## config.mk

```make
export PLATFORM = sky130hd
export DESIGN_NAME = zrf_ctrl
export DESIGN_NICKNAME = d
export VERILOG_FILES = /design/src/zrf_pkg.sv /design/src/zrf_ctrl.sv
export SDC_FILE = /design/constraint.sdc
export NUM_CORES = 1
export LEC_CHECK = 0
export ABC_AREA = 1
export BUFFER_PORTS_ARGS = -buffer_cell sky130_fd_sc_hd__buf_4
export CAP_MARGIN = 20
export CORE_AREA = 2 2 39 41
export CTS_CLUSTER_DIAMETER = 60
export CTS_CLUSTER_SIZE = 40
export DETAILED_ROUTE_END_ITERATION = 7
export DIE_AREA = 0 0 41 43
export PLACE_DENSITY = 0.45
export SKIP_LAST_GASP = 1
export SLEW_MARGIN = 5
export SYNTH_ARGS = -nofsm -noshare
export SYNTH_HDL_FRONTEND = slang
export SYNTH_SLANG_ARGS = --single-unit
```

## constraint.sdc

```tcl
create_clock -name clk -period 1.3 [get_ports clk]
set_input_delay 0.26 -clock clk [delete_from_list [all_inputs] [get_ports clk]]
set_output_delay 0.26 -clock clk [all_outputs]
set_load 0.02 [all_outputs]
```

## src/zrf_pkg.sv

```systemverilog
package zrf_pkg;

	// frame geometry
	localparam int FRAME_WIDTH  = 512;
	localparam int FRAME_HEIGHT = 512;
	localparam int FRAME_PIXELS = FRAME_WIDTH * FRAME_HEIGHT;
	localparam int ADDR_W       = (FRAME_PIXELS > 1) ? $clog2(FRAME_PIXELS) : 1;

	// field widths
	localparam int COORD_W = 10;
	localparam int PIX_W   = 9;
	localparam int COLOR_W = 8;
	localparam int DEPTH_W = 16;
	localparam int COUNT_W = 19;
	localparam int ENTRY_W = 3 * COLOR_W + DEPTH_W;

	// stream widths, tdata in whole bytes
	localparam int S_TDATA_W = 104;
	localparam int M_TDATA_W = 64;
	localparam int S_TUSER_W = 2;

	localparam logic [DEPTH_W-1:0] DEPTH_FAR = '1;

	typedef enum logic [1:0] {
		ACT_CLEAR = 2'd0,
		ACT_DRAW  = 2'd1,
		ACT_READ  = 2'd2,
		ACT_NONE  = 2'd3
	} action_t;

	typedef struct packed {
		action_t             action;
		logic [COLOR_W-1:0]  red;
		logic [COLOR_W-1:0]  green;
		logic [COLOR_W-1:0]  blue;
		logic [DEPTH_W-1:0]  rect_depth;
		logic [COORD_W-1:0]  x_min;
		logic [COORD_W-1:0]  x_max;
		logic [COORD_W-1:0]  y_min;
		logic [COORD_W-1:0]  y_max;
		logic [PIX_W-1:0]    pixel_x;
		logic [PIX_W-1:0]    pixel_y;
	} item_t;

	typedef struct packed {
		logic [COLOR_W-1:0]  out_red;
		logic [COLOR_W-1:0]  out_green;
		logic [COLOR_W-1:0]  out_blue;
		logic [DEPTH_W-1:0]  out_depth;
		logic [COUNT_W-1:0]  pixels_written;
	} result_t;

	// controller -> datapath
	typedef struct packed {
		logic capture;
		logic clr_step;
		logic drw_step;
		logic rd_issue;
		logic load_out;
	} cmd_t;

	// datapath -> controller
	typedef struct packed {
		action_t action;
		logic    empty;
		logic    clr_last;
		logic    drw_last;
	} sts_t;

endpackage

```

## src/zrf_ctrl.sv

```systemverilog
module zrf_ctrl (
	input  logic           clk,
	input  logic           arst_n,
	input  logic           s_valid,
	output logic           s_ready,
	output logic           m_valid,
	input  logic           m_ready,
	input  zrf_pkg::sts_t  sts,
	output zrf_pkg::cmd_t  cmd
);
	import zrf_pkg::*;

	typedef enum logic [2:0] {
		ST_IDLE,
		ST_START,
		ST_CLEAR,
		ST_DRAW,
		ST_DRAIN,
		ST_READ,
		ST_DONE
	} state_t;

	state_t state_q;
	logic   m_valid_q;

	assign s_ready = state_q == ST_IDLE;
	assign m_valid = m_valid_q;

	always_comb begin
		cmd          = '0;
		cmd.capture  = s_ready && s_valid;
		cmd.clr_step = state_q == ST_CLEAR;
		cmd.drw_step = state_q == ST_DRAW;
		cmd.rd_issue = state_q == ST_READ;
		cmd.load_out = (state_q == ST_DONE) && (!m_valid_q || m_ready);
	end

	always_ff @(posedge clk or negedge arst_n) begin
		if (!arst_n) begin
			state_q   <= ST_IDLE;
			m_valid_q <= 1'b0;
		end else begin
			if (cmd.load_out) begin
				m_valid_q <= 1'b1;
			end else if (m_ready) begin
				m_valid_q <= 1'b0;
			end
			case (state_q)
				ST_IDLE: begin
					if (s_valid) state_q <= ST_START;
				end
				ST_START: begin
					case (sts.action)
						ACT_CLEAR: state_q <= ST_CLEAR;
						ACT_DRAW:  state_q <= sts.empty ? ST_DONE : ST_DRAW;
						ACT_READ:  state_q <= ST_READ;
						default:   state_q <= ST_DONE;
					endcase
				end
				ST_CLEAR: begin
					if (sts.clr_last) state_q <= ST_DONE;
				end
				ST_DRAW: begin
					if (sts.drw_last) state_q <= ST_DRAIN;
				end
				ST_DRAIN: state_q <= ST_DONE;
				ST_READ:  state_q <= ST_DONE;
				ST_DONE: begin
					if (cmd.load_out) state_q <= ST_IDLE;
				end
				default: state_q <= ST_IDLE;
			endcase
		end
	end

endmodule
```

==> qor.txt <==
Final Hold Vio Count -> 0
Final Critical Period -> 1.36 ns
DR DRC count -> 0
hold slack -> 0.251 ns
remaining global-route overflow -> 0
area share of fa/ha/maj cells after synthesis -> 0
Cells after DPL -> 90
startpoint type of the worst setup path -> flip-flop
dominant cell type by area after synthesis -> dfrtp_1
Vias/cell -> 4.18
status -> complete, but fails checks
global-route wire length before repair -> 1.31 mm
Reg area -> 103 um^2
Max Cap Viol -> 0
share of layout cells above drive strength 1 -> 0.476
Syn Area/Cell -> 5.70 um^2
Final period util -> 1.05
core area -> 1380 um^2
CTS tree -> built
WL per Instance -> 8.67 um
clock slew at reported path FFs -> 0.04 ns
maximum clock insertion buffer count -> 2
Routed WL -> 850 um
xor and xnor area share after synthesis -> 0
failing checks -> setup timing
antenna cells -> 0
# H-tree levels -> 1
post-synth cell types -> 12
post-synthesis simple-gate area fraction -> 0.473
Routed Antenna Nets -> 0
Post-DP HPWL -> 659 um
fillers -> 156
Hold Crit Class -> input port to flip-flop
area fraction of the dominant cell type after synthesis -> 0.303
CTS Sinks -> 4
Tot GR Track Use -> 0.114
Placer Congestion -> 0.710
Root Buffer -> clkbuf_4
YS warnings -> 0
worst skew pair latency -> 0.23 ns
most frequent cells in the layout -> buf_4, nand2_1, inv_1
nets -> 93
post-synthesis mux area share -> 0
non-filler cells, final -> 98
RSZ-0062 raised after global routing -> true
initial cell density of the core -> 0.239
WP data required -> 1.04 ns
post-route worst setup slack -> -0.0600 ns
via count -> 410
cts bufs inserted -> 3
Worst setup EP type -> output port
site row count -> 14
Post-Syn Area -> 330 um^2
sequential-to-total area share from yosys stat -> 0.303
Leak -> 0.328 nW
initial antenna violation count -> 0
Vert. Die Dim -> 43 um
commonest non-fill, non-tap cell in the layout -> buf_4
CP arrival -> 1.10 ns
Worst slew margin -> 0.876
Port Buffers -> 15
Max Slew Vio Count -> 0
Ports -> 16
Syn Inst Count -> 58
critical path class -> flip-flop to output port
Final setup viols -> 4
actual slew at the worst max-slew pin -> 0.186 ns
largest net degree at the start of global routing -> 8
CP Max Fanout -> 4
Clock Skew -> 0.000594 ns
area of the multi-input gates -> 199 um^2
main combinational cell family by area after synthesis -> simple AND/OR/NAND/NOR gates
number of global-route vias before repair -> 360
syn nets -> 67
Iter 0 DRT Violations -> 4
Total Die Area -> 1760 um^2
Peak VDD IR -> 0.884 mV
Compound-Gate Fraction of Synth Area -> 0.0758
Area Overhead vs Synth -> 69.7%
die width -> 41 um
register bit total from synthesis -> 4
PD cells -> 2210 nW/um^2
Achievable Freq -> 735 MHz
Synth area leaders -> dfrtp_1, nand2_1, inv_1
1st-pass router iterations -> 2
## critical path: stages (launching register included)
cell and delay (ns):
dfrtp_1 0.41, nor2_2 0.15, inv_2 0.06, nor3_2 0.09, buf_4 0.16
## path summary, 6_finish.rpt
kind,startpoint,end,slack (ns),cells after the start
worst max-delay path,state_q[2],cmd[4],-0.06,4
worst min-delay path,m_ready,m_valid,0.25,2
worst max register to register,state_q[0],state_q[1],0.09,8
worst min register to register,m_valid,m_valid,0.57,2
max in group asynchronous,arst_n,state_q[1],0.83,2
min in group asynchronous,arst_n,m_valid,0.36,2
## final cells by class
| type | count | share of cell area |
|---|---|---|
| multi-input cells | 41 | 0.355 |
| flip-flops and latches | 4 | 0.183 |
| well taps | 16 | 0.0357 |
| clock buffers | 3 | 0.0402 |
| inverters | 13 | 0.0871 |
| repair buffers | 21 | 0.299 |
## state kept, by name, indices dropped and copies added, names as in the netlist
signal / flops
m_valid: 1
state_q: 3
## power by group
part           internal, mW  total (mW)  leakage [nW]  switching, mW
clock network         0.103       0.149        0.0138         0.0457
logic                 0.367       0.821         0.266          0.454
registers             0.188       0.270        0.0483         0.0815
total                 0.658        1.24         0.328          0.581
## what timing repair did
action	4_1_cts	5_1_grt
gates resized for setup	4	8
pin swaps	2	2
setup buffers	3	1
setup endpoints to repair	6	9
hold buffers	1	0
endpoints found under the hold margin	4	0
## cells by family (layout without fill, tap and decap cells)
| group | count (synthesis) | count (layout) |
|---|---|---|
| buffers and inverters | 13 | 37 |
| AOI/OAI and AO/OA | 5 | 5 |
| DFF | 4 | 4 |
| and+or+nand+nor | 36 | 36 |
## cell usage after synthesis
library cell	instances
nor2_1	9
nor3_1	1
inv_1	12
nor2_2	2
a21oi_1	3
o21ai_0	2
inv_2	1
nor2_4	1
nand2_1	18
nand3_1	4
dfrtp_1	4
nand2_2	1
## per-stage QoR
stage	worst slack (ns)	power [mW]	utilization	instance area, um^2	setup TNS (ns)
4_1_cts	-0.0754	1.19	0.386	534	-0.300
2_1_floorplan	0.0671	0.702	-	335	0
5_1_grt	-0.135	1.36	0.405	561	-0.642
3_3_place_gp	0.105	0.951	0.344	475	0
6_report	-0.0600	1.24	0.405	561	-0.180
3_5_place_dp	0.0927	0.945	0.344	475	0
## per-layer routing
metal	track usage	wire [um]
met4	0.0800	0
met2	0.188	475
met1	0.124	329
met3	0.0157	46
met5	0	0
Power figures use the tool's default switching activity.
